## src/hdl/sbm_pkg.sv

```systemverilog
// Package for the strided block matrix-vector accumulate core.
// Holds shared widths, register and action codes, the pipeline tag type and
// the saturating add. No dependencies.
`default_nettype none

package sbm_pkg;

   localparam int ROW_WIDTH_W = 7;
   localparam int ROW_W       = 16;
   localparam int X_INDEX_W   = 6;
   localparam int VAL_W       = 32;
   localparam int ACC_W       = 64;
   localparam int CSR_IDX_W   = 2;
   localparam int CSR_DATA_W  = 16;

   typedef enum logic {
      ACT_LOAD   = 1'b0,
      ACT_MATRIX = 1'b1
   } sbm_action_type;

   typedef enum logic [CSR_IDX_W-1:0] {
      CSR_ROW_WIDTH = 2'd0,
      CSR_FIRST_ROW = 2'd1,
      CSR_END_ROW   = 2'd2,
      CSR_UNUSED    = 2'd3
   } sbm_csr_type;

   // Per-item control decided when a matrix word is accepted.
   typedef struct packed {
      logic             first;
      logic             last;
      logic             emit;
      logic [ROW_W-1:0] row_index;
   } sbm_tag_type;

   localparam logic signed [ACC_W-1:0] ACC_MAX = {1'b0, {(ACC_W-1){1'b1}}};
   localparam logic signed [ACC_W-1:0] ACC_MIN = {1'b1, {(ACC_W-1){1'b0}}};

   function automatic logic signed [ACC_W-1:0] sat_add(
      input logic signed [ACC_W-1:0] a,
      input logic signed [ACC_W-1:0] b
   );
      logic signed [ACC_W:0] s;
      s = {a[ACC_W-1], a} + {b[ACC_W-1], b};
      if (s[ACC_W] != s[ACC_W-1]) begin
         return s[ACC_W] ? ACC_MIN : ACC_MAX;
      end
      return s[ACC_W-1:0];
   endfunction

endpackage

`default_nettype wire

```

## src/hdl/sbm_vstore.sv

```systemverilog
// Vector element store: one write port, one read port, registered read data.
// Depends on sbm_pkg for the element width.
`default_nettype none

module sbm_vstore import sbm_pkg::*; #(
   parameter int MAX_WIDTH = 64,
   parameter int AW        = 6
) (
   input  wire logic                    clock,
   input  wire logic                    wr_en,
   input  wire logic [AW-1:0]           wr_addr,
   input  wire logic signed [VAL_W-1:0] wr_data,
   input  wire logic                    rd_en,
   input  wire logic [AW-1:0]           rd_addr,
   output logic signed [VAL_W-1:0]      rd_data
);

   logic signed [VAL_W-1:0] mem [MAX_WIDTH];
   logic signed [VAL_W-1:0] rd_data_ff;

   always_ff @(posedge clock) begin
      if (wr_en) begin
         mem[wr_addr] <= wr_data;
      end
   end

   always_ff @(posedge clock) begin
      if (rd_en) begin
         rd_data_ff <= mem[rd_addr];
      end
   end

   assign rd_data = rd_data_ff;

endmodule

`default_nettype wire

```

## config.mk

```make
export PLATFORM = sky130hd
export DESIGN_NAME = sbm_vstore
export DESIGN_NICKNAME = d
export VERILOG_FILES = /design/src/hdl/sbm_pkg.sv /design/src/hdl/sbm_vstore.sv
export SDC_FILE = /design/constraint.sdc
export NUM_CORES = 2
export LEC_CHECK = 0
export BUFFER_PORTS_ARGS = -buffer_cell sky130_fd_sc_hd__buf_2
export CAP_MARGIN = 20
export CORE_MARGIN = 2
export CORE_UTILIZATION = 35
export CTS_BUF_LIST = sky130_fd_sc_hd__clkbuf_2 sky130_fd_sc_hd__clkbuf_4 sky130_fd_sc_hd__clkbuf_8
export CTS_CLUSTER_SIZE = 25
export DETAILED_ROUTE_END_ITERATION = 16
export GPL_TIMING_DRIVEN = 1
export SLEW_MARGIN = 0
export SYNTH_ARGS = -nofsm -noshare
export SYNTH_HDL_FRONTEND = slang
export SYNTH_SLANG_ARGS = --single-unit
```

## constraint.sdc

```tcl
create_clock -name clock -period 6.6 [get_ports clock]
set_input_delay 1.32 -clock clock [delete_from_list [all_inputs] [get_ports clock]]
set_output_delay 1.32 -clock clock [all_outputs]
set_load 0.02 [all_outputs]
```

Yosys cells after proc, flatten, opt, wreduce, memory -nomap -nowiden
Memory sizes are Yosys's and may differ from the RTL's. A register that Yosys moved wholly into a read port is not among the register bits.
Index checks and enable logic that the tools add are counted.
- flip-flop bits (word level): 0
- word-level logic and storage cells: 3
- memories: 1
- output and inout port bits: 32
- input port bits: 47
- memory bits (writable): 2048
- memory list (memory ; depth ; bits a word ; rd ports ; clocked after memory_dff ; write ports ; line ; source):
    mem ; 64 ; 32 ; 1 ; 1 ; 1 ; sbm_vstore.sv:18 ; logic signed [VAL_W-1:0] mem [MAX_WIDTH];
- mux-type cells: 2
- operator list (cell ; count):
    2-to-1 mux 1 bit ; 2

Depth between registers and ports, before layout
- word-level depth: 2
- mapped depth: 10
- depth with buffers taken out: 5

Least setup slack after synthesis
OpenSTA, ideal clock, no wires.
- path kind: input -> register
- from: in wr_addr[3]
- to: mem mem[48][0] (enable)
- setup time: 0.461 ns
- path buffers: 1
- path slack: 2.120 ns
- data arrival time: 4.019 ns
- data required time: 6.139 ns
- cell stages on the path: 4
- cell sequence: clkbuf_1 -> nor2b_1 -> nand4b_1 -> nor3_1
- RTL lines (what ; line ; source):
    start: declaration ; sbm_vstore.sv:11 ; input wire logic [AW-1:0] wr_addr,
    end: declaration ; sbm_vstore.sv:18 ;
Straight into the memory's write port.

==> flow_summary.ini <==
[outcome]
outcome = complete, no violations

[clock_network]
clkTransAtPathRegs_ps = 60
postCtsHoldBufs = 0
cts_setup_buffers = 0
cts_resized = 0
clock_path_buffers = 4
cts_max_level = 5
cts_tree = done
insertion_delay_ps = 1050
root_buffer = clkbuf_8
cts_sinks = 2080
cts_buffers = 347

[global_routing]
grt_remaining_overflow = 0
antenna_found_initial = 31
grt_use_total = 0.183
grt_pass1_vias = 38900
grt_pass1_wl_mm = 298
grt_max_degree = 83

[synth]
netlist_instances = 3324
synthTopCellsByCount = edfxtp_1, mux4_2, nor2_1
async_flop_share = 0
syn-num-nets = 3371
ys.flop_type = edfxtp_1
syn_area_mm2 = 0.0788
synth_most_common_cell = edfxtp_1
yosysTopAreaCell = edfxtp_1
avgSynthCellArea_um2 = 23.7
synth_edf_count = 2080
yosysSeqAreaShare = 0.792
ys_types = 33
synth-seq-cells = 2080
yosys_warnings = 0
synth_top_area_frac = 0.792
synth_area_leaders = edfxtp_1, mux4_2, mux2i_1, o22ai_1, nor2_1

[worst_hold_path]
holdPathStages = 1
hold_path.class = in2reg
worstHoldStart = wr_data[11]
whs_endpoint = mem[56][11]

[finish]
fin_nets = 3777
final_cells = 6962
drive_gt1_frac = 0.342
area_delta_synth_final_pct = 15.1

[sta]
clock_skew_ps = 88.9
hold_viol = 0
setup-tns-final_ps = 0
grt_setup_unrepaired = no
max_slew_margin = 0.222
min_period_over_period = 0.605
worst_slew_pin_slew_ps = 1160
setup_viol = 0
period_minus_slack_ps = 4000
slew_viol_final = 0
max_freq_mhz = 250

[routing]
drtPass1Iterations = 5
drc = 0
vias = 37900
drtIter0Drc = 4633
totalWireLength_mm = 212
via_per_inst = 5.44
antenna_left = 0
detail_route.wl_per_cell_um = 30.4

[power_and_ir_drop]
p_per_area_mw_per_mm2 = 295
ir_drop_v = 0.000216
p_leak_nw = 28.1

[placement]
placedCellCount = 6347
hpwl_mm = 119
numPortBuffers = 78
gp_congestion = 0.767

[floorplanning]
die_area_mm2 = 0.229
pin_count = 79
die_y_um = 479
rows = 174
die_w_um = 479
start_util = 0.351
core_area_mm2 = 0.224

[setup_path]
arrival_ps = 4700
r2r_cells = 5
required_ps = 7310
crit_path_end_kind = register
path_class = in2reg
reg2reg_slack_ps = 4180
worstReg2RegStart = mem[7][20]
r2r_end = rd_data[20]
start_kind = input pin
cp_max_fo = 66

[run]
drv_cap = 0
-- worst max path at each step --
stage | startpoint | endpoint | cells past startpoint | slack, ps
after floorplan | wr_addr[3] | mem[48][0] | 4 | 2120
after global placement | rd_addr[0] | rd_data[4] | 8 | 1630
after detailed placement | rd_addr[0] | rd_data[8] | 8 | 1570
after CTS | rd_addr[0] | rd_data[8] | 8 | 2670
after global routing | rd_addr[0] | rd_data[8] | 8 | 2420
final | rd_addr[0] | rd_data[8] | 8 | 2600
-- per-stage QoR --
stage	setup slack, ps	util	hold slack, ps	instance area [µm²]	power (W)
floorplan	2120	-	750	78800	0.0157
finish	2600	0.404	607	90800	0.0267
CTS	2670	0.402	845	90200	0.0269
global route	2420	0.404	557	90700	0.0276
global placement	1630	0.373	846	83700	0.0163
detailed placement	1570	0.374	827	83900	0.0163
-- sequential cells by signal (all words and copies together) (netlist names) --
register,cells
rd_data,32
mem,2048
-- cells by family (layout without fill, tap and decap cells) --
logic type / Yosys count / count (layout) / synth area share
buffers and inverters: 182 / 819 / 0.0112
other: 0 / 9 / 0
flip-flops: 2080 / 2080 / 0.792
AO/OA/AOI/OAI: 202 / 202 / 0.0167
multiplexers: 637 / 637 / 0.167
AND/OR/NAND/NOR: 223 / 223 / 0.0126
-- cells in the final DEF, fill, tap and decap left out, types with 4 or more instances in the layout --
cell type / instances
a21oi_1: 62
buf_4: 114
nand2_1: 26
clkbuf_8: 352
a41o_1: 4
nor3_1: 5
and3_1: 4
clkbuf_4: 109
buf_2: 75
nand3b_1: 5
edfxtp_1: 2080
clkinv_1: 78
nand2b_1: 7
o22ai_1: 84
mux4_2: 544
nor2_4: 62
a311oi_1: 8
o32ai_1: 4
nand3_1: 5
mux2i_1: 93
a22oi_1: 12
buf_16: 5
nor2_1: 74
nor2b_1: 15
buf_12: 41
bufinv_16: 5
diode_2: 9
clkinvlp_4: 7
o221ai_1: 27
clkinv_2: 27
-- metal layers --
metal  global-route usage  share of wire  vias up
met5                    0        0.00016        -
met4               0.0502          0.024        6
met3               0.0336          0.075      323
met2                0.300           0.49     1752
met1                0.251           0.41    20600
li1                     -              -    15200
-- where the power goes --
| part | total, W | switching [W] | leakage [nW] | internal (W) |
|---|---|---|---|---|
| Sequential | 0.0147 | 0.0000590 | 18.7 | 0.0147 |
| Clock | 0.0107 | 0.00495 | 3.34 | 0.00572 |
| Combinational | 0.00135 | 0.000844 | 6.02 | 0.000509 |
-- area by class of cell --
class,count,area (µm²)
timing repair buffer,239,2250
antenna,9,22.5
tap,2992,3740
clock buffer,461,5660
clock inverter,119,648
sequential,2080,62500
fill,19500,134000
multi-input combinational,1062,16000
-- worst max-delay path, stage by stage --
cell and delay, ps:
buf_8 610, buf_4 430, buf_4 450, mux4_2 570
mux2i_1 150, nor2_1 60, o32ai_1 830, nor3_1 120
(Power assumes the default switching activity.)
