==> src/hdl/sbm_pkg.sv <==
// Package for the strided block matrix-vector accumulate core.
// Holds shared widths, register and action codes, the pipeline tag type and
// the saturating add. No dependencies.
`default_nettype none

package sbm_pkg;

   localparam int ROW_WIDTH_W = 7;
   localparam int ROW_W       = 16;
   localparam int X_INDEX_W   = 6;
   localparam int VAL_W       = 32;
   localparam int ACC_W       = 64;
   localparam int CSR_IDX_W   = 2;
   localparam int CSR_DATA_W  = 16;

   typedef enum logic {
      ACT_LOAD   = 1'b0,
      ACT_MATRIX = 1'b1
   } sbm_action_type;

   typedef enum logic [CSR_IDX_W-1:0] {
      CSR_ROW_WIDTH = 2'd0,
      CSR_FIRST_ROW = 2'd1,
      CSR_END_ROW   = 2'd2,
      CSR_UNUSED    = 2'd3
   } sbm_csr_type;

   // Per-item control decided when a matrix word is accepted.
   typedef struct packed {
      logic             first;
      logic             last;
      logic             emit;
      logic [ROW_W-1:0] row_index;
   } sbm_tag_type;

   localparam logic signed [ACC_W-1:0] ACC_MAX = {1'b0, {(ACC_W-1){1'b1}}};
   localparam logic signed [ACC_W-1:0] ACC_MIN = {1'b1, {(ACC_W-1){1'b0}}};

   function automatic logic signed [ACC_W-1:0] sat_add(
      input logic signed [ACC_W-1:0] a,
      input logic signed [ACC_W-1:0] b
   );
      logic signed [ACC_W:0] s;
      s = {a[ACC_W-1], a} + {b[ACC_W-1], b};
      if (s[ACC_W] != s[ACC_W-1]) begin
         return s[ACC_W] ? ACC_MIN : ACC_MAX;
      end
      return s[ACC_W-1:0];
   endfunction

endpackage

`default_nettype wire

==> src/hdl/sbm_channels.sv <==
// Valid/ready channel interfaces for request and response words.
// Depends on sbm_pkg for field widths.
`default_nettype none


interface sbm_rsp_if import sbm_pkg::*; ();
   logic                        valid;
   logic                        ready;
   logic [ROW_W-1:0]            row_index;
   logic signed [ACC_W-1:0]     y_out;

   modport source (output valid, row_index, y_out, input ready);
   modport sink (input valid, row_index, y_out, output ready);
endinterface

`default_nettype wire

==> src/hdl/sbm_datapath.sv <==
// Multiply-accumulate pipeline: operand stage, product stage, row sum
// accumulator and saturating output register. Depends on sbm_pkg and the
// response channel interface.
`default_nettype none

module sbm_datapath import sbm_pkg::*; (
   input  wire logic                    clock,
   input  wire logic                    reset,
   input  wire logic                    in_matrix,
   output logic                         in_ready,
   input  wire sbm_tag_type             in_tag,
   input  wire logic signed [VAL_W-1:0] in_a_value,
   input  wire logic signed [ACC_W-1:0] in_y_in,
   input  wire logic signed [VAL_W-1:0] x_rd,
   sbm_rsp_if.source                    rsp
);

   logic                    v1_ff, v2_ff, v3_ff, v4_ff;
   logic                    en1, en2, en3, en4;
   sbm_tag_type             tag1_ff, tag2_ff;
   logic signed [VAL_W-1:0] a1_ff;
   logic signed [ACC_W-1:0] y1_ff, y2_ff, y3_ff, y4_ff;
   logic signed [ACC_W-1:0] prod_c, prod2_ff;
   logic signed [ACC_W-1:0] sum_ff, sum_in;
   logic [ROW_W-1:0]        row3_ff, row4_ff;

   // Each stage loads when it is empty or its successor moves on.
   assign en4 = !v4_ff || rsp.ready;
   assign en3 = !v3_ff || en4;
   assign en2 = !v2_ff || en3;
   assign en1 = !v1_ff || en2;
   assign in_ready = en1;

   assign prod_c = a1_ff * x_rd;
   assign sum_in = sat_add(tag2_ff.first ? '0 : sum_ff, prod2_ff);

   always_ff @(posedge clock) begin
      if (reset) begin
         v1_ff  <= 1'b0;
         v2_ff  <= 1'b0;
         v3_ff  <= 1'b0;
         v4_ff  <= 1'b0;
         sum_ff <= '0;
      end else begin
         if (en1) begin
            v1_ff <= in_matrix;
         end
         if (en2) begin
            v2_ff <= v1_ff;
         end
         if (en3) begin
            v3_ff <= v2_ff && tag2_ff.last && tag2_ff.emit;
            if (v2_ff) begin
               sum_ff <= sum_in;
            end
         end
         if (en4) begin
            v4_ff <= v3_ff;
         end
      end
   end

   always_ff @(posedge clock) begin
      if (en1) begin
         tag1_ff <= in_tag;
         a1_ff   <= in_a_value;
         y1_ff   <= in_y_in;
      end
      if (en2) begin
         tag2_ff  <= tag1_ff;
         prod2_ff <= prod_c;
         y2_ff    <= y1_ff;
      end
      if (en3) begin
         row3_ff <= tag2_ff.row_index;
         y3_ff   <= y2_ff;
      end
      if (en4) begin
         row4_ff <= row3_ff;
         y4_ff   <= sat_add(y3_ff, sum_ff);
      end
   end

   assign rsp.valid     = v4_ff;
   assign rsp.row_index = row4_ff;
   assign rsp.y_out     = y4_ff;

   a_result_from_row_end: assert property (@(posedge clock) disable iff (reset)
      $rose(v4_ff) |-> $past(v3_ff))
      else $error("result appeared without a finished row behind it");

   a_sum_frozen_on_stall: assert property (@(posedge clock) disable iff (reset)
      (v3_ff && !en4) |=> $stable(sum_ff))
      else $error("row sum changed while its row end was stalled");

   a_operand_held: assert property (@(posedge clock) disable iff (reset)
      (v1_ff && !en2) |=> $stable(x_rd))
      else $error("store read data changed under a stalled operand stage");

endmodule

`default_nettype wire

==> src/flat_wrapper.sv <==
// flat-port wrapper written by rule: the top's interface ports become plain ports
module sbm_datapath_flat import sbm_pkg::*;
  (clock, reset, in_matrix, in_ready, in_tag, in_a_value, in_y_in, x_rd, rsp_valid, rsp_row_index, rsp_y_out, rsp_ready);
  sbm_rsp_if rsp_i ();
  input  wire logic clock;
  input  wire logic reset;
  input  wire logic in_matrix;
  output logic in_ready;
  input  wire sbm_tag_type in_tag;
  input  wire logic signed [VAL_W-1:0] in_a_value;
  input  wire logic signed [ACC_W-1:0] in_y_in;
  input  wire logic signed [VAL_W-1:0] x_rd;
  output wire logic [$bits(rsp_i.valid)-1:0] rsp_valid;
  output wire logic [$bits(rsp_i.row_index)-1:0] rsp_row_index;
  output wire logic [$bits(rsp_i.y_out)-1:0] rsp_y_out;
  input wire logic [$bits(rsp_i.ready)-1:0] rsp_ready;
  assign rsp_valid = rsp_i.valid;
  assign rsp_row_index = rsp_i.row_index;
  assign rsp_y_out = rsp_i.y_out;
  assign rsp_i.ready = rsp_ready;
  sbm_datapath u_core (.clock(clock), .reset(reset), .in_matrix(in_matrix), .in_ready(in_ready), .in_tag(in_tag), .in_a_value(in_a_value), .in_y_in(in_y_in), .x_rd(x_rd), .rsp(rsp_i));
endmodule
==> config.mk <==
export PLATFORM = sky130hd
export DESIGN_NAME = sbm_datapath_flat
export DESIGN_NICKNAME = d
export VERILOG_FILES = /design/src/hdl/sbm_pkg.sv /design/src/hdl/sbm_channels.sv /design/src/hdl/sbm_datapath.sv /design/src/flat_wrapper.sv
export SDC_FILE = /design/constraint.sdc
export NUM_CORES = 2
export LEC_CHECK = 0
export CAP_MARGIN = 10
export CORE_MARGIN = 8
export CORE_UTILIZATION = 60
export CTS_CLUSTER_SIZE = 40
export DETAILED_ROUTE_END_ITERATION = 12
export DONT_BUFFER_PORTS = 1
export PLACE_DENSITY_LB_ADDON = 0.08
export SYNTH_ARGS = -nofsm -noshare
export SYNTH_HDL_FRONTEND = slang
export SYNTH_SLANG_ARGS = --single-unit
==> constraint.sdc <==
create_clock -name clock -period 14.7 [get_ports clock]
set_clock_uncertainty 0.1 [all_clocks]
set_input_delay 1.47 -clock clock [delete_from_list [all_inputs] [get_ports clock]]
set_output_delay 1.47 -clock clock [all_outputs]
set_load 0.05 [all_outputs]
# ---- Word-level counts from Yosys, hierarchy flattened
# Index checks and enable logic that the tools add are counted.
dict set report word_totals {
  reg_bits 490
  inputBits 151
  out_inout_bits 82
  elab_cells 47
}
dict set report classes {
  add_sub_neg 2
  mul 1
  eq_ne 2
  mux 10
  reduce_logical 11
}
# op count
set op_table {}
lappend op_table {{64-bit 2-to-1 mux} 7}
lappend op_table {{64-bit by 64-bit adder with 65-bit output} 2}
lappend op_table {{32-bit by 32-bit multiplier with 64-bit output} 1}
lappend op_table {{1-bit zero test} 4}
lappend op_table {{1-bit logical OR} 4}
lappend op_table {{1-bit 2-to-1 mux} 3}
lappend op_table {{1-bit logical AND} 2}
lappend op_table {{1-bit inequality test} 2}
lappend op_table {{2-bit AND reduction} 1}

# ---- Longest topological paths before layout
dict set report depth {
  ltp_word 5
  mapped_depth 30
  depth_no_buf 28
}

# ---- Worst setup path after synthesis
# OpenSTA, ideal clock, no wires.
dict set report synth_timing {
  kind {in2reg}
  start {input x_rd[2]}
  end {register u_core.prod2_ff[56] (data pin)}
  setup_time_ps 265
  arrival_time_ps 8742
  t_required_ps 14335
  path_slack_ps 5593
  cell_stages 28
  n_path_buf 2
  cell_sequence {clkbuf_1 > nand2_1 > inv_1 > fa_1 > fa_1 > fa_1 > fa_1 > inv_1 > fa_1 > inv_1 > fa_1 > inv_1 > fa_1 > inv_1 > fa_1 > ha_1 > clkbuf_1 > a21o_1 > a21oi_1 > nor2_1 > nor2_1 > nor2_1 > o21ai_0 > o21ai_0 > or2_2 > a41oi_1 > o21ai_0 > xor2_1}
}
dict set report synth_between {
  elab_chain_cells 1
}
# item line
set synth_rtl {}
lappend synth_rtl {{start, declared} flat_wrapper.sv:12} ;# input wire logic signed [VAL_W-1:0] x_rd;
lappend synth_rtl {{32-bit by 32-bit multiplier with 64-bit output} sbm_datapath.sv:34} ;# assign prod_c = a1_ff * x_rd;
lappend synth_rtl {{net u_core.prod_c[56]} sbm_datapath.sv:23} ;# logic signed [ACC_W-1:0] prod_c, prod2_ff;
lappend synth_rtl {{end signal, assigned} sbm_datapath.sv:71} ;# prod2_ff <= prod_c;
lappend synth_rtl {{end, declared} sbm_datapath.sv:23}
# The timed path passes the listed nets, and every way through them passes these cells.
# A chain may end at the register's enable or synchronous reset.

# ---- Worst setup path after layout
dict set report layout_timing {
  start {register u_core.a1_ff[18]}
  end {register u_core.prod2_ff[52] (data pin)}
}
dict set report layout_between {
  elab_chain_cells 1
}
# item line
set layout_rtl {}
lappend layout_rtl {{start, declared} sbm_datapath.sv:21} ;# logic signed [VAL_W-1:0] a1_ff;
lappend layout_rtl {{start signal, assigned} sbm_datapath.sv:66} ;# a1_ff <= in_a_value;
lappend layout_rtl {{32-bit by 32-bit multiplier with 64-bit output} sbm_datapath.sv:34}
lappend layout_rtl {{net u_core.prod_c[52]} sbm_datapath.sv:23}
# The timed path passes the listed nets, and every way through them passes these cells.

==> flow_results.xml <==
<?xml version="1.0" encoding="UTF-8"?>
<metrics>
  <group name="place">
    <metric name="placer_congestion" unit="">0.922</metric>
    <metric name="hpwlAfterDp" unit="um">117000</metric>
    <metric name="port_buffers" unit="">0</metric>
  </group>
  <group name="synthesis">
    <metric name="synth_nets" unit="">7379</metric>
    <metric name="synth-seq-cells" unit="">490</metric>
    <metric name="synth_ff_type" unit="">sky130_fd_sc_hd__edfxtp_1</metric>
    <metric name="synth_async_sr_flop_share" unit="">0</metric>
    <metric name="syn_inst" unit="">5832</metric>
    <metric name="postSynthAreaPerCell" unit="um^2">10.3</metric>
    <metric name="ys_seq_area_frac" unit="">0.234</metric>
    <metric name="mappedNetlistArea" unit="um^2">59900</metric>
    <metric name="synth.lib_cells_used.distinct" unit="">91</metric>
    <metric name="ys.warnings.count" unit="">0</metric>
    <metric name="synth_enable_flop_cells" unit="">422</metric>
  </group>
  <group name="sta">
    <metric name="rsz0062_at_grt" unit="">false</metric>
    <metric name="timing.fmax" unit="MHz">109</metric>
    <metric name="layout_worst_path_cycle_share" unit="">0.625</metric>
    <metric name="final.setup.tns" unit="ns">0</metric>
    <metric name="period_minus_slack" unit="ns">9.19</metric>
    <metric name="final-hold-violation-count" unit="">0</metric>
    <metric name="worst_max_slew_margin_expressed_relative_to_the_limit" unit="">0.241</metric>
    <metric name="worstMarginPinSlew" unit="ns">1.14</metric>
    <metric name="final_max_slew_viol_count" unit="">0</metric>
    <metric name="finalSetupViolations" unit="">0</metric>
  </group>
  <group name="floorplanning">
    <metric name="floorplan.die.height" unit="um">332</metric>
    <metric name="top_level_ports" unit="">233</metric>
    <metric name="fp.coreArea" unit="um^2">99600</metric>
    <metric name="dieWidth" unit="um">332</metric>
    <metric name="starting_density_of_the_core" unit="">0.602</metric>
    <metric name="core.rowCount" unit="">116</metric>
    <metric name="fp.dieArea" unit="um^2">110000</metric>
  </group>
  <group name="final_layout">
    <metric name="most_common_cell_after_layout_fill_and_taps_aside" unit="">sky130_fd_sc_hd__fa_1</metric>
    <metric name="layout-area-overhead-vs-synth" unit="%">4.38</metric>
    <metric name="final_cell_mix" unit="">1,084 x sky130_fd_sc_hd__fa_1, 1,002 x sky130_fd_sc_hd__inv_1, 667 x sky130_fd_sc_hd__nand2_1</metric>
    <metric name="drive_above_1_share" unit="">0.0393</metric>
    <metric name="num-nets-final" unit="">7185</metric>
    <metric name="n_fill_cell" unit="">8248</metric>
  </group>
  <group name="clock_tree">
    <metric name="worstSkewPairLatency" unit="ns">0.65</metric>
    <metric name="cts-htree-levels" unit="">2</metric>
    <metric name="clkTransAtPathRegs" unit="ns">0.07</metric>
    <metric name="hold_buffers" unit="">0</metric>
    <metric name="postCtsSetupBuffers" unit="">0</metric>
    <metric name="cts_made_buffers" unit="">52</metric>
    <metric name="cts.sinks" unit="">490</metric>
    <metric name="tritoncts" unit="">yes</metric>
    <metric name="cts_root_buffer" unit="">sky130_fd_sc_hd__clkbuf_16</metric>
    <metric name="postCtsResizedCells" unit="">0</metric>
    <metric name="cts-root-to-sink-buffers" unit="">3</metric>
  </group>
  <group name="worst_setup_path">
    <metric name="cpMaxStageDelayCell" unit="">sky130_fd_sc_hd__edfxtp_1</metric>
    <metric name="cp_data_arrival_time" unit="ns">9.50</metric>
    <metric name="crit_path_max_fanout" unit="">17</metric>
    <metric name="critical_path_required" unit="ns">15.01</metric>
    <metric name="cp-end-kind" unit="">register</metric>
    <metric name="critical_path.top_delay_family" unit="">adder cells</metric>
    <metric name="critical_path.cell_chain" unit="">buf_4 &gt; nand2_1 &gt; fa_1 &gt; fa_1 &gt; fa_1 &gt; fa_1 &gt; inv_1 &gt; fa_1 &gt; fa_1 &gt; fa_1 &gt; inv_1 &gt; fa_1 &gt; inv_1 &gt; ha_1 &gt; nand3_1 &gt; nor2_1 &gt; a211o_1 &gt; a31oi_1 &gt; o21ai_0 &gt; o21ai_1 &gt; o21bai_1 &gt; a21boi_0 &gt; o21a_1 &gt; o311ai_0</metric>
    <metric name="worst_path_largest_cell_delay" unit="ns">0.91</metric>
    <metric name="critPathKind" unit="">reg2reg</metric>
    <metric name="cp-start-kind" unit="">register</metric>
    <metric name="critical_path_buf_inv_count" unit="">4</metric>
    <metric name="timing.critical_path.mode_cell" unit="">sky130_fd_sc_hd__fa_1</metric>
  </group>
  <group name="grt">
    <metric name="number_of_global_route_vias_before_repair" unit="">42381</metric>
    <metric name="pin_count_of_the_biggest_net_entering_global_routing" unit="">81</metric>
    <metric name="number_of_antenna_violations_at_the_first_check_in_global_routing" unit="">1</metric>
    <metric name="grt_remaining_overflow" unit="">0</metric>
    <metric name="grtUsageTotal" unit="">0.275</metric>
    <metric name="grt_pass1_wl" unit="um">240000</metric>
  </group>
  <group name="route">
    <metric name="drt_pass1_iterations" unit="">7</metric>
    <metric name="drc" unit="">0</metric>
    <metric name="dr.first_iter.drc_count" unit="">3008</metric>
    <metric name="vias_per_cell" unit="">5.73</metric>
    <metric name="num_vias" unit="">39975</metric>
    <metric name="detail-route-antenna-nets" unit="">0</metric>
    <metric name="totalWireLength" unit="um">151000</metric>
    <metric name="route.detailed.wl_per_inst" unit="um">21.6</metric>
  </group>
  <group name="worst_hold_path">
    <metric name="min_delay_worst_type" unit="">reg2reg</metric>
  </group>
  <group name="run_status">
    <metric name="outcome" unit="">finished clean</metric>
  </group>
  <group name="job">
    <metric name="max_cap_viol_count" unit="">0</metric>
  </group>
</metrics>
==> flip-flops by register name (all words and copies together), names as in the netlist, 16 cells and up <==
name	flops
u_core.prod2_ff	64
u_core.rsp.y_out	64
u_core.sum_ff	64
u_core.y1_ff	64
u_core.y2_ff	64
u_core.y3_ff	64
u_core.a1_ff	32
u_core.tag1_ff	19
u_core.tag2_ff	19
u_core.row3_ff	16
u_core.rsp.row_index	16
==> logic make-up after synthesis <==
logic type / count (synthesis) / synth area share
multiplexers: 3 / 0.000710
adder cells (fa/ha/maj): 1401 / 0.428
AND/OR/NAND/NOR: 1697 / 0.141
XOR/XNOR: 187 / 0.0274
AO/OA/AOI/OAI: 757 / 0.0859
flip-flops: 490 / 0.234
buffers and inverters: 1297 / 0.0832
==> per-layer routing <==
metal  GRT usage  up-vias  wire [um]
li1            -    17967          -
met1       0.400    20336      67300
met2       0.430     1474      67500
met3      0.0584      198      12900
met4      0.0549        0       3040
met5           0        -          0
==> final cells by class <==
class,instances,area (um^2),area share
diodes,3,7.51,0.000120
clock buffers,58,1360,0.0217
clock inverters,38,484,0.00774
inverters,1005,3780,0.0604
multi-input cells,4045,41000,0.655
flip-flops and latches,490,14000,0.224
well taps,1298,1620,0.0260
repair buffers,44,330,0.00528
==> through the flow <==
step / instances / hold slack [ns] / cell area (um^2) / setup slack [ns] / util
finish: 6981 / 0.284 / 62600 / 5.51 / 0.628
floorplan: 5832 / 0.300 / 59900 / 5.59 / -
global placement: 6882 / 0.300 / 60700 / 5.08 / 0.610
detailed placement: 6882 / 0.305 / 60700 / 4.98 / 0.610
global route: 6978 / 0.286 / 62600 / 5.06 / 0.628
CTS: 6978 / 0.273 / 62600 / 5.60 / 0.628
==> synthesized netlist by cell type (all sizes together) (39+ instances only) <==
cell / instances / area (um^2)
fa: 1084 / 21700
inv: 1004 / 3770
nand2: 672 / 2530
and2: 527 / 3300
edfxtp: 422 / 12700
ha: 312 / 3900
clkbuf: 266 / 1000
a21oi: 240 / 1200
nor2: 192 / 737
o21ai: 134 / 674
xnor2: 114 / 1010
a21o: 113 / 848
nor2b: 84 / 526
a211oi: 73 / 803
xor2: 73 / 639
dfxtp: 68 / 1360
nand3: 50 / 250
a31oi: 39 / 244
==> path summary, 6_finish.rpt <==
path	start	to	slack, ns	cells past startpoint
worst max register to register	u_core.a1_ff[18]$_DFFE_PP_	u_core.prod2_ff[52]$_DFFE_PP_	5.51	24
worst min-delay path	u_core.y2_ff[55]$_DFFE_PP_	u_core.y3_ff[55]$_DFFE_PP_	0.28	0
worst min register to register	u_core.y2_ff[55]$_DFFE_PP_	u_core.y3_ff[55]$_DFFE_PP_	0.28	0
worst max-delay path	u_core.a1_ff[18]$_DFFE_PP_	u_core.prod2_ff[52]$_DFFE_PP_	5.51	24
Power is not shown: default switching activity piles up to over one toggle a cycle in this logic, so the estimate is an artifact.
