### src/hdl/sbm_pkg.sv
// Package for the strided block matrix-vector accumulate core.
// Holds shared widths, register and action codes, the pipeline tag type and
// the saturating add. No dependencies.
`default_nettype none

package sbm_pkg;

   localparam int ROW_WIDTH_W = 7;
   localparam int ROW_W       = 16;
   localparam int X_INDEX_W   = 6;
   localparam int VAL_W       = 32;
   localparam int ACC_W       = 64;
   localparam int CSR_IDX_W   = 2;
   localparam int CSR_DATA_W  = 16;

   typedef enum logic {
      ACT_LOAD   = 1'b0,
      ACT_MATRIX = 1'b1
   } sbm_action_type;

   typedef enum logic [CSR_IDX_W-1:0] {
      CSR_ROW_WIDTH = 2'd0,
      CSR_FIRST_ROW = 2'd1,
      CSR_END_ROW   = 2'd2,
      CSR_UNUSED    = 2'd3
   } sbm_csr_type;

   // Per-item control decided when a matrix word is accepted.
   typedef struct packed {
      logic             first;
      logic             last;
      logic             emit;
      logic [ROW_W-1:0] row_index;
   } sbm_tag_type;

   localparam logic signed [ACC_W-1:0] ACC_MAX = {1'b0, {(ACC_W-1){1'b1}}};
   localparam logic signed [ACC_W-1:0] ACC_MIN = {1'b1, {(ACC_W-1){1'b0}}};

   function automatic logic signed [ACC_W-1:0] sat_add(
      input logic signed [ACC_W-1:0] a,
      input logic signed [ACC_W-1:0] b
   );
      logic signed [ACC_W:0] s;
      s = {a[ACC_W-1], a} + {b[ACC_W-1], b};
      if (s[ACC_W] != s[ACC_W-1]) begin
         return s[ACC_W] ? ACC_MIN : ACC_MAX;
      end
      return s[ACC_W-1:0];
   endfunction

endpackage

`default_nettype wire

### src/hdl/sbm_ctrl.sv
// Configuration registers and strip sequencing: column and row counters,
// store addresses and the per-word tag. Depends on sbm_pkg.
`default_nettype none

module sbm_ctrl import sbm_pkg::*; #(
   parameter int MAX_WIDTH = 64,
   parameter int AW        = 6
) (
   input  wire logic                  clock,
   input  wire logic                  reset,
   input  wire logic                  csr_we,
   input  wire logic [CSR_IDX_W-1:0]  csr_index,
   input  wire logic [CSR_DATA_W-1:0] csr_wdata,
   input  wire logic                  req_fire,
   input  wire logic                  req_action,
   input  wire logic [X_INDEX_W-1:0]  req_x_index,
   output logic                       wr_en,
   output logic [AW-1:0]              wr_addr,
   output logic [AW-1:0]              rd_addr,
   output sbm_tag_type                tag
);

   logic [ROW_WIDTH_W-1:0] row_width_ff, row_width_in;
   logic [ROW_W-1:0]       first_row_ff, first_row_in;
   logic [ROW_W-1:0]       end_row_ff, end_row_in;
   logic [ROW_WIDTH_W-1:0] col_ff, col_in;
   logic [ROW_W-1:0]       row_count_ff, row_count_in;

   logic [ROW_WIDTH_W-1:0] width_eff;
   logic [ROW_WIDTH_W:0]   col_next;
   logic [ROW_W:0]         row_full;
   logic                   is_last;
   logic                   fire_load;
   logic                   fire_matrix;

   assign fire_load   = req_fire && (req_action == ACT_LOAD);
   assign fire_matrix = req_fire && (req_action == ACT_MATRIX);

   always_comb begin
      if (row_width_ff == '0) begin
         width_eff = ROW_WIDTH_W'(1);
      end else if (32'(row_width_ff) > MAX_WIDTH) begin
         width_eff = ROW_WIDTH_W'(MAX_WIDTH);
      end else begin
         width_eff = row_width_ff;
      end
   end

   // A column at or past a lowered width also closes the row.
   assign col_next = {1'b0, col_ff} + (ROW_WIDTH_W+1)'(1);
   assign is_last  = col_next >= {1'b0, width_eff};
   assign row_full = {1'b0, first_row_ff} + {1'b0, row_count_ff};

   assign tag.first     = (col_ff == '0);
   assign tag.last      = is_last;
   assign tag.emit      = row_full < {1'b0, end_row_ff};
   assign tag.row_index = row_full[ROW_W-1:0];

   assign rd_addr = AW'(col_ff);
   assign wr_addr = AW'(req_x_index);
   assign wr_en   = fire_load && (32'(req_x_index) < MAX_WIDTH);

   always_comb begin
      row_width_in = row_width_ff;
      first_row_in = first_row_ff;
      end_row_in   = end_row_ff;
      if (csr_we) begin
         case (sbm_csr_type'(csr_index))
            CSR_ROW_WIDTH: row_width_in = csr_wdata[ROW_WIDTH_W-1:0];
            CSR_FIRST_ROW: first_row_in = csr_wdata;
            CSR_END_ROW:   end_row_in   = csr_wdata;
            default:       row_width_in = row_width_ff;
         endcase
      end
   end

   always_comb begin
      col_in       = col_ff;
      row_count_in = row_count_ff;
      if (fire_load) begin
         col_in       = '0;
         row_count_in = '0;
      end else if (fire_matrix) begin
         if (is_last) begin
            col_in = '0;
            if (row_count_ff != {ROW_W{1'b1}}) begin
               row_count_in = row_count_ff + ROW_W'(1);
            end
         end else begin
            col_in = col_next[ROW_WIDTH_W-1:0];
         end
      end
   end

   always_ff @(posedge clock) begin
      if (reset) begin
         row_width_ff <= ROW_WIDTH_W'(1);
         first_row_ff <= '0;
         end_row_ff   <= '0;
         col_ff       <= '0;
         row_count_ff <= '0;
      end else begin
         row_width_ff <= row_width_in;
         first_row_ff <= first_row_in;
         end_row_ff   <= end_row_in;
         col_ff       <= col_in;
         row_count_ff <= row_count_in;
      end
   end

   a_load_restarts: assert property (@(posedge clock) disable iff (reset)
      fire_load |=> (col_ff == '0) && (row_count_ff == '0))
      else $error("load word did not restart the strip");

   a_col_steps: assert property (@(posedge clock) disable iff (reset)
      (fire_matrix && !is_last) |=> (col_ff == $past(col_next[ROW_WIDTH_W-1:0])))
      else $error("column position did not advance by one");

   a_row_count_holds: assert property (@(posedge clock) disable iff (reset)
      ((row_count_ff == {ROW_W{1'b1}}) && !fire_load) |=> (row_count_ff == {ROW_W{1'b1}}))
      else $error("saturated row count moved");

endmodule

`default_nettype wire

### config.mk
export PLATFORM = sky130hd
export DESIGN_NAME = sbm_ctrl
export DESIGN_NICKNAME = d
export VERILOG_FILES = /design/src/hdl/sbm_pkg.sv /design/src/hdl/sbm_ctrl.sv
export SDC_FILE = /design/constraint.sdc
export NUM_CORES = 1
export LEC_CHECK = 0
export ABC_AREA = 1
export BUFFER_PORTS_ARGS = -buffer_cell sky130_fd_sc_hd__clkbuf_2
export CORE_MARGIN = 3
export CORE_UTILIZATION = 60
export CTS_CLUSTER_DIAMETER = 120
export CTS_CLUSTER_SIZE = 16
export DETAILED_ROUTE_END_ITERATION = 16
export GPL_ROUTABILITY_DRIVEN = 0
export GPL_TIMING_DRIVEN = 0
export PLACE_DENSITY = 0.83
export SLEW_MARGIN = 30
export SYNTH_ARGS = -nofsm -noshare
export SYNTH_HDL_FRONTEND = slang
export SYNTH_SLANG_ARGS = --single-unit
### constraint.sdc
create_clock -name clock -period 7.1 [get_ports clock]
set_input_delay 1.065 -clock clock [delete_from_list [all_inputs] [get_ports clock]]
set_output_delay 1.065 -clock clock [all_outputs]
set_load 0.1 [all_outputs]
**Word-level counts from Yosys, hierarchy flattened**

Cells that the tools add are included.

- Register bits: 62
- Input bits: 29
- Word-level logic and storage cells: 28

- Add/subtract/negate cells: 3
- $lt $le $gt $ge: 3
- Eq/ne operators: 3
- Multiplexer cells: 3
- Bitwise gates (word level): 1
- Reduce and logical (&&, ||, !) cells: 10

Operators with widths:

| operator | number |
|---|---|
| 2-to-1 mux 7 bit | 3 |
| adder 16 x 16 -> 17 bit | 1 |
| less-than comparator 17 x 16 -> 1 bit | 1 |
| adder 16 x 1 -> 16 bit (second input constant) | 1 |
| inequality test 16 bit (second input constant) | 1 |
| zero test 7 bit | 2 |
| adder 7 x 1 -> 8 bit (second input constant) | 1 |
| greater-or-equal comparator 8 x 7 -> 1 bit | 1 |
| greater-than comparator 7 bit (second input constant) | 1 |
| AND reduction 2 bit | 3 |
| AND reduction 3 bit | 1 |
| == test 2 x 1 -> 1 bit (second input constant) | 1 |
| == test 2 bit (second input constant) | 1 |
| logical AND 1 bit | 2 |
| zero test 2 bit | 1 |
| OR reduction 2 bit | 1 |
| inverter 1 bit | 1 |

**Logic depth before layout (Yosys ltp)**

Gate-level depths: netlist of the first run.

- Depth after elaboration: 5
- Depth in mapped cells: 19
- Depth with buffers taken out: 19

**Least setup slack after synthesis of the first run**

Ideal clock, no wire load.

- Path type: register to output
- Start point: reg row_count_ff[0]
- End point: out tag[16] (netlist name)
- Data arrival time: 5741 ps
- Path slack: 294 ps
- Cell stages (with the launch flop): 19
- Path through: dfxtp_1 ha_1 inv_1 fa_1 nand3b_1 nand2_1 nand3_1 o21ai_0 nand3_1 nand2_1 xor2_1 ha_1 a21oi_1 nor2_1 a211oi_1 nand2_1 nand2_1 nand2_1 a21oi_1

RTL lines:

| element | line | RTL |
|---|---|---|
| from (decl) | sbm_ctrl.sv:27 | `logic [ROW_W-1:0] row_count_ff, row_count_in;` |
| from (signal assigned) | sbm_ctrl.sv:107 | `row_count_ff <= row_count_in;` |
| to (decl) | sbm_ctrl.sv:20 | `output sbm_tag_type tag` |

==> parameters.txt, run 1 <==
Parameter                              Value

Outcome
  Status ... finished, final reports clean

Synth
  Synth area leaders ... dfxtp_1 (29%), ha_1 (12%), nand2_1 (9.6%)
  Share of the yosys chip area belonging to registers ... 0.2928
  Synth unique cells ... 30
  Flip-flop cell with the highest count after synthesis ... dfxtp_1
  Count of state elements after synthesis ... 62
  Async set or reset register ratio after synthesis ... 0
  Post-synthesis net count ... 675
  Synth top area share ... 0.2928
  Post-Synthesis Cells ... 604
  Yosys warnings ... 0
  Count leader, synth ... nand2_1
  Mapped Avg Cell Area ... 7.018 um^2
  Commonest cells in the netlist ... nand2_1 (108), nor2_1 (81), dfxtp_1 (62), inv_1 (62), o21ai_0 (49)
  Number of synthesized flops with an enable pin ... 0
  Total standard cell area after synthesis ... 0.004239 mm^2
  Post-synth top area cell ... dfxtp_1

Clocking
  Inserted Clock Buffers ... 9
  Post-cts gate resize count ... 0
  Buffers from clock root to sink, at most ... 2
  Clock latency on the worst-skew pair ... between 0.3 and 0.4 ns
  Buffer count from post-CTS setup fixing ... 0
  H-tree levels ... 3
  CTS root buffer ... clkbuf_8
  Register clock-pin slew on the reported worst setup and hold paths ... approximately 0.08 ns
  Hold_buf cts ... 0
  Clock tree from TritonCTS ... yes
  Count of clock tree sinks ... 62

Detailed routing
  Via-to-Cell Ratio ... roughly 5.5
  Drt initial violations ... around 250
  Final WL ... 10.74 mm
  Vias after detailed routing ... around 4300
  DRC violations left ... 0
  WL per Instance ... 13.98 um
  Number of iterations in the first detailed-routing pass ... 5
  Post-route ant nets ... 0

Floorplan
  Placeable core region ... between 0.006 and 0.007 mm^2
  Cell Rows ... 30
  I/O pins ... between 60 and 70
  Die Width ... 90.06 um
  Starting Density ... 0.6205
  Die height ... about 90 um
  DIE AREA ... 0.008110 mm^2

STA
  Final setup TNS ... 0 ns
  Min Tclk post-route ... ~5.3 ns
  Hold Vio Cnt, Final ... 0
  Min setup slack post-route ... roughly 1.8 ns
  Slew Viols, Final ... 0
  Final worst path period share ... 0.7482
  Max Fclk ... ~190 MHz
  Setup repair after global routing missed its margin ... no
  # setup viols final ... 0
  Clock skew ... 0.008280 ns
  Normalized max-slew margin ... 0.6330
  Slew of the pin with the lowest slew margin ... about 0.54 ns

Worst setup path
  Cell type with the highest occurrence count on the critical path ... nand2_1
  Required time of the critical path ... a little over 6 ns
  Crit start category ... flip-flop
  Number of buffer and inverter stages on the critical path ... 2
  Delay of the slowest cell on the worst path ... 0.50 ns
  Kind of critical path ... flip-flop to primary output
  Critical register-to-register path startpoint ... col_ff[0]
  Slowest-stage cell, CP ... dfxtp_1
  Internal reg-to-reg setup slack ... 4.66 ns
  Cells on worst reg2reg path ... 14
  Ordered cell list for the critical path ... ha_1 > inv_1 > fa_1 > nand3b_1 > nand2_1 > nand3_1 > o21ai_0 > nand3_1 > nand2_1 > xor2_1 > ha_1 > a21oi_1 > nor2_1 > a211oi_1 > nand2_1 > nand2_1 > nand2_1 > a21oi_1 > clkbuf_2
  Largest fanout on the critical path ... 7
  Arrival time worst endpoint ... approximately 4.3 ns
  Family with the most delay on the worst path ... adder cells
  Kind of end point of the critical path ... primary output
  Critical R2R Capture ... row_count_ff[12]

Placed design
  Post-detail-place hpwl ... ~8.4 mm
  Standard cell area after detailed placement ... 0.004624 mm^2
  Placed Cells incl. Taps ... between 700 and 800
  Count of input and output buffers ... 53
  Pre-CTS setup slack ... roughly 2.1 ns

GRT
  Maximum number of pins on one net before global-route repair ... 11
  Global route overflow ... 0
  Vias in the first global route ... 4099
  Antenna violations before repair ... 0
  GRT Total Usage ... 0.2654
  Wire length of the first global-routing pass ... between 15 and 20 mm

Flow run
  Maximum Capacitance Violations ... 0

Power and ir drop
  Comb pwr share ... 0.279
  Switch Pwr ... about 360 uW
  Cell leakage power ... ~2.3 nW
  Worst-case vdd ir drop ... roughly 0.12 mV
  PD cells ... 203.2 mW/mm^2
  Share of total power consumed by net switching ... 0.3636
  Proportion of power drawn by the clock network ... 0.340
  Internal Power ... ~620 uW
  Sequential share of power ... 0.381
  Pwr Total ... just under 1 mW

Layout
  Final Instance Count excl. Fillers ... ~770
  Number of antenna repair diodes ... 0
  Nets ... roughly 740
  Sequential cell area in the final layout ... 0.001241 mm^2
  Multi-input gate area in the final layout ... 0.002571 mm^2
  Count of fill cells added during filler insertion ... between 600 and 700
  Share of layout cells above drive strength 1 ... 0.1682
  Post-route design area ... 0.004827 mm^2
  Area delta synth->final ... 13.87%

Min path
  Class of the tightest hold or removal check ... flip-flop to flip-flop
  Cell depth of the worst min-delay path ... 2
  Worst-case hold path end point ... end_row_ff[9]
  Worst hold path startpoint ... end_row_ff[9]
## registers in the layout, indices dropped and copies added, names as in the netlist
name / count
col_ff: 7
end_row_ff: 16
row_count_ff: 16
row_width_ff: 7
first_row_ff: 16
## final cells by class
class,instances,share of cell area
clock inverters,5,0.01555
plain buffers,31,0.03940
repair buffers,53,0.05495
flip-flops and latches,62,0.2571
clock buffers,10,0.02644
multi-input cells,448,0.5327
inverters,63,0.04899
well taps,96,0.02488
## power groups by stage
stage,Sequential [mW],Clock (mW),Combinational [mW]
after floorplan,0.378,0,0.222
after global placement,0.381,0,0.266
final,0.374,0.333,0.273
after CTS,0.374,0.336,0.273
after global routing,0.376,0.353,0.296
after detailed placement,0.382,0,0.272
## how the worst max path moves through the flow
stage                          startpoint       to  slack [ns]  cells after the start
final                     row_count_ff[0]  tag[16]        1.79                     19
after global routing      row_count_ff[0]  tag[16]        1.42                     19
after CTS                 row_count_ff[0]  tag[16]        1.78                     19
after detailed placement  row_count_ff[0]  tag[16]        2.14                     19
after global placement    row_count_ff[0]  tag[16]        2.21                     19
after floorplan           row_count_ff[0]  tag[16]        0.29                     18
## cells in the final DEF, fill, tap and decap left out, types with 12 or more instances in the layout
cell type  instances
nor3_1            12
clkbuf_2          53
nor2_1            81
nand3_1           25
ha_1              41
nand4_1           20
a21oi_1           48
o21ai_0           49
inv_1             62
nand2_1          108
nand2_2           12
dfxtp_1           62
xor2_1            18
buf_4             13
## per-layer routing
metal	wire (um)	GRT usage	up-vias	part of all wire
met4	233	0.1008	0	0.022
met5	0	0	-	0
met1	4528	0.3114	1958	0.42
met2	5345	0.4742	147	0.50
li1	-	-	2121	-
met3	631	0.05356	31	0.059
## tightest hold or removal path: cells and delay by family (launching register included)
family | cells | cell delay (ns)
buffers and inverters | 1 | 0.07
flip-flops | 1 | 0.30
AO/OA/AOI/OAI | 1 | 0.06
## through the flow
| step | utilization | hold WS (ns) |
|---|---|---|
| final | 0.7066 | 0.4671 |
| after detailed placement | 0.6769 | 0.4558 |
| after floorplan | - | 0.4353 |
| after global routing | 0.7066 | 0.4937 |
| after CTS | 0.7066 | 0.4669 |
| after global placement | 0.6769 | 0.4455 |
## cell families (layout without fill, tap and decap cells)
group | count (synthesis) | after routing | synth area share
and+or+nand+nor | 264 | 264 | 0.2754
AOI/OAI and AO/OA | 118 | 118 | 0.1558
buffers and inverters | 94 | 162 | 0.1006
DFF | 62 | 62 | 0.2928
adders and majority gates | 42 | 42 | 0.1257
xor gates and xnor gates | 24 | 24 | 0.04959
(Power assumes the default switching activity.)
==> inputs of run 2 (changes only) <==
- CORE_UTILIZATION: 60 -> 52
- PLACE_DENSITY: 0.83 -> 0.76
- clock period: 7.1 -> 4.85 ns (I/O delays scaled with it)
==> run 2 against run 1 <==
Net effect:
- critical path depth unchanged
- global-route usage shrank 1.6 points
- cell area rose by 3.4%
- clock power grew 55%
- flip-flop and latch count did not move
- worst hold slack lost 0.0011 ns
- final cell count up 0.91%
- worst setup slack worse by 1.5 ns
==> parameters.txt, run 2 (synthesis results as in run 1) <==
Parameter                              Value

Min path
  Worst-case hold path end point ... end_row_ff[5]
  Cell depth of the worst min-delay path ... 2
  Class of the tightest hold or removal check ... flip-flop to flip-flop
  Worst hold path startpoint ... end_row_ff[5]

Detailed routing
  WL per Instance ... between 10 and 15 um
  Final WL ... 10.70 mm
  DRC violations left ... 0
  Vias after detailed routing ... about 4200
  Drt initial violations ... 200
  Via-to-Cell Ratio ... 5.386
  Post-route ant nets ... 0
  Number of iterations in the first detailed-routing pass ... 5

Clocking
  Count of clock tree sinks ... just over 60
  CTS root buffer ... clkbuf_8
  Clock tree from TritonCTS ... yes
  Clock latency on the worst-skew pair ... between 0.3 and 0.4 ns
  Inserted Clock Buffers ... 9
  H-tree levels ... 3
  Buffers from clock root to sink, at most ... 2
  Hold_buf cts ... 0
  Register clock-pin slew on the reported worst setup and hold paths ... around 0.08 ns

Floorplan
  Cell Rows ... 32
  Die height ... between 90 and 100 um
  Placeable core region ... between 0.007 and 0.008 mm^2
  Starting Density ... 0.5429
  Die Width ... just under 100 um
  I/O pins ... between 60 and 70
  DIE AREA ... roughly 0.0093 mm^2

Outcome
  Status ... finished, final reports clean

STA
  Setup repair after global routing missed its margin ... no
  Slew Viols, Final ... 0
  # setup viols final ... 0
  Clock skew ... 0.01223 ns
  Final setup TNS ... 0 ns
  Max Fclk ... approximately 220 MHz
  Min setup slack post-route ... around 0.32 ns
  Final worst path period share ... 0.9347
  Hold Vio Cnt, Final ... 0
  Normalized max-slew margin ... 0.6317
  Min Tclk post-route ... 4.533 ns
  Slew of the pin with the lowest slew margin ... roughly 0.55 ns

Placed design
  Standard cell area after detailed placement ... between 0.004 and 0.005 mm^2
  Post-detail-place hpwl ... between 8 and 9 mm
  Pre-CTS setup slack ... 0.01776 ns
  Count of input and output buffers ... 53

Worst setup path
  Largest fanout on the critical path ... 7
  Kind of critical path ... flip-flop to primary output
  Internal reg-to-reg setup slack ... ~2.3 ns
  Cells on worst reg2reg path ... 13
  Crit start category ... flip-flop
  Required time of the critical path ... 4.12 ns
  Critical register-to-register path startpoint ... col_ff[0]
  Arrival time worst endpoint ... about 3.8 ns
  Critical R2R Capture ... row_count_ff[8]
  Kind of end point of the critical path ... primary output

GRT
  Global route overflow ... 0
  Wire length of the first global-routing pass ... 18.17 mm
  Vias in the first global route ... around 4100
  Grt peak-use layer ... met2
  Met3 usage ... 0.04457
  Met2 usage ... 0.4405
  GRT Total Usage ... 0.2489
  Global-route met1 utilization ... 0.3072
  Antenna violations before repair ... 0
  Maximum number of pins on one net before global-route repair ... 12

Layout
  Top library cells by usage in the layout, fill and taps aside ... nand2_1 (108), nor2_1 (81), inv_1 (62)
  Largest registers ranked by flip-flop count ... end_row_ff: 16 flops, first_row_ff: 16 flops, row_count_ff: 16 flops
  Final core utilization ... 0.6394
  Area delta synth->final ... 17.77%
  Number of antenna repair diodes ... 0
  Commonest non-fill, non-tap cell in the layout ... nand2_1
  Share of layout cells above drive strength 1 ... 0.1887
  Post-route design area ... approximately 0.005 mm^2
  Nets ... 740

Power and ir drop
  Worst-case vdd ir drop ... between 0.15 and 0.2 mV
  Pwr Total ... ~1.5 mW
  Cell leakage power ... ~2.3 nW
  PD cells ... 295.7 mW/mm^2

Flow run
  Maximum Capacitance Violations ... 0
==> run 2: cell count changes in the layout (fill, tap and decap cells not counted), sizes merged <==
cell      delta
buf          +2
clkbuf       -1
clkinv       -2
clkinvlp     +2
==> run 2: per-stage QoR <==
stage | hold slack, ns | instances
after floorplan | 0.4353 | 604
after global placement | 0.4471 | 759
after detailed placement | 0.4553 | 759
after CTS | 0.4670 | 774
after global routing | 0.4893 | 775
final | 0.4660 | 775
==> run 2: cell type report <==
| type | instances | area, um^2 |
|---|---|---|
| multi-input cells | 448 | 2695 |
| flip-flops and latches | 62 | 1242 |
| repair buffers | 54 | 279.0 |
| inverters | 63 | 236.5 |
| fillers | 733 | 2815 |
| clock inverters | 5 | 83.83 |
| clock buffers | 10 | 137.6 |
| well taps | 102 | 127.6 |
| plain buffers | 31 | 190.2 |
==> run 2: where the power goes <==
| group | leakage (nW) | switching, mW | internal [mW] |
|---|---|---|---|
| Sequential | 0.506 | 0.0164 | 0.531 |
| Clock | 0.105 | 0.214 | 0.301 |
| Combinational | 1.67 | 0.307 | 0.106 |
==> run 2: repair_timing <==
item | CTS | global route
gates resized for setup | 3 | 3
gates cloned | 0 | 0
hold endpoints to repair | 0 | 0
endpoints found under the setup margin | 1 | 1
pin swaps | 0 | 1
setup buffers | 0 | 1
==> run 2: how the worst max path moves through the flow <==
stage,slack (ns),to,from,depth (start not counted)
detailed placement,0.02,tag[16],row_count_ff[0],19
global route,0.06,tag[16],row_count_ff[0],19
finish,0.32,tag[16],row_count_ff[0],19
floorplan,0.003,tag[16],row_count_ff[0],18
CTS,0.03,tag[16],row_count_ff[0],19
global placement,0.14,tag[16],row_count_ff[0],19
==> run 2: per-layer routing <==
layer,share of wire,wire length [um]
met1,0.44,4740
met2,0.50,5298
met3,0.048,511
met4,0.014,149
met5,0,0
==> run 2: worst max-delay path, stage by stage, from the launching register on <==
cell and delay [ns]:
dfxtp_2 0.42, ha_1 0.17, inv_1 0.06, fa_1 0.42, nand3b_1 0.18, nand2_1 0.13, nand3_1 0.16, o21ai_4 0.24
nand3_1 0.09, nand2_1 0.16, xor2_4 0.18, ha_1 0.27, a21oi_1 0.15, nor2_1 0.05, a211oi_1 0.16, nand2_1 0.09
nand2_1 0.06, nand2_1 0.08, a21oi_4 0.15, buf_6 0.23
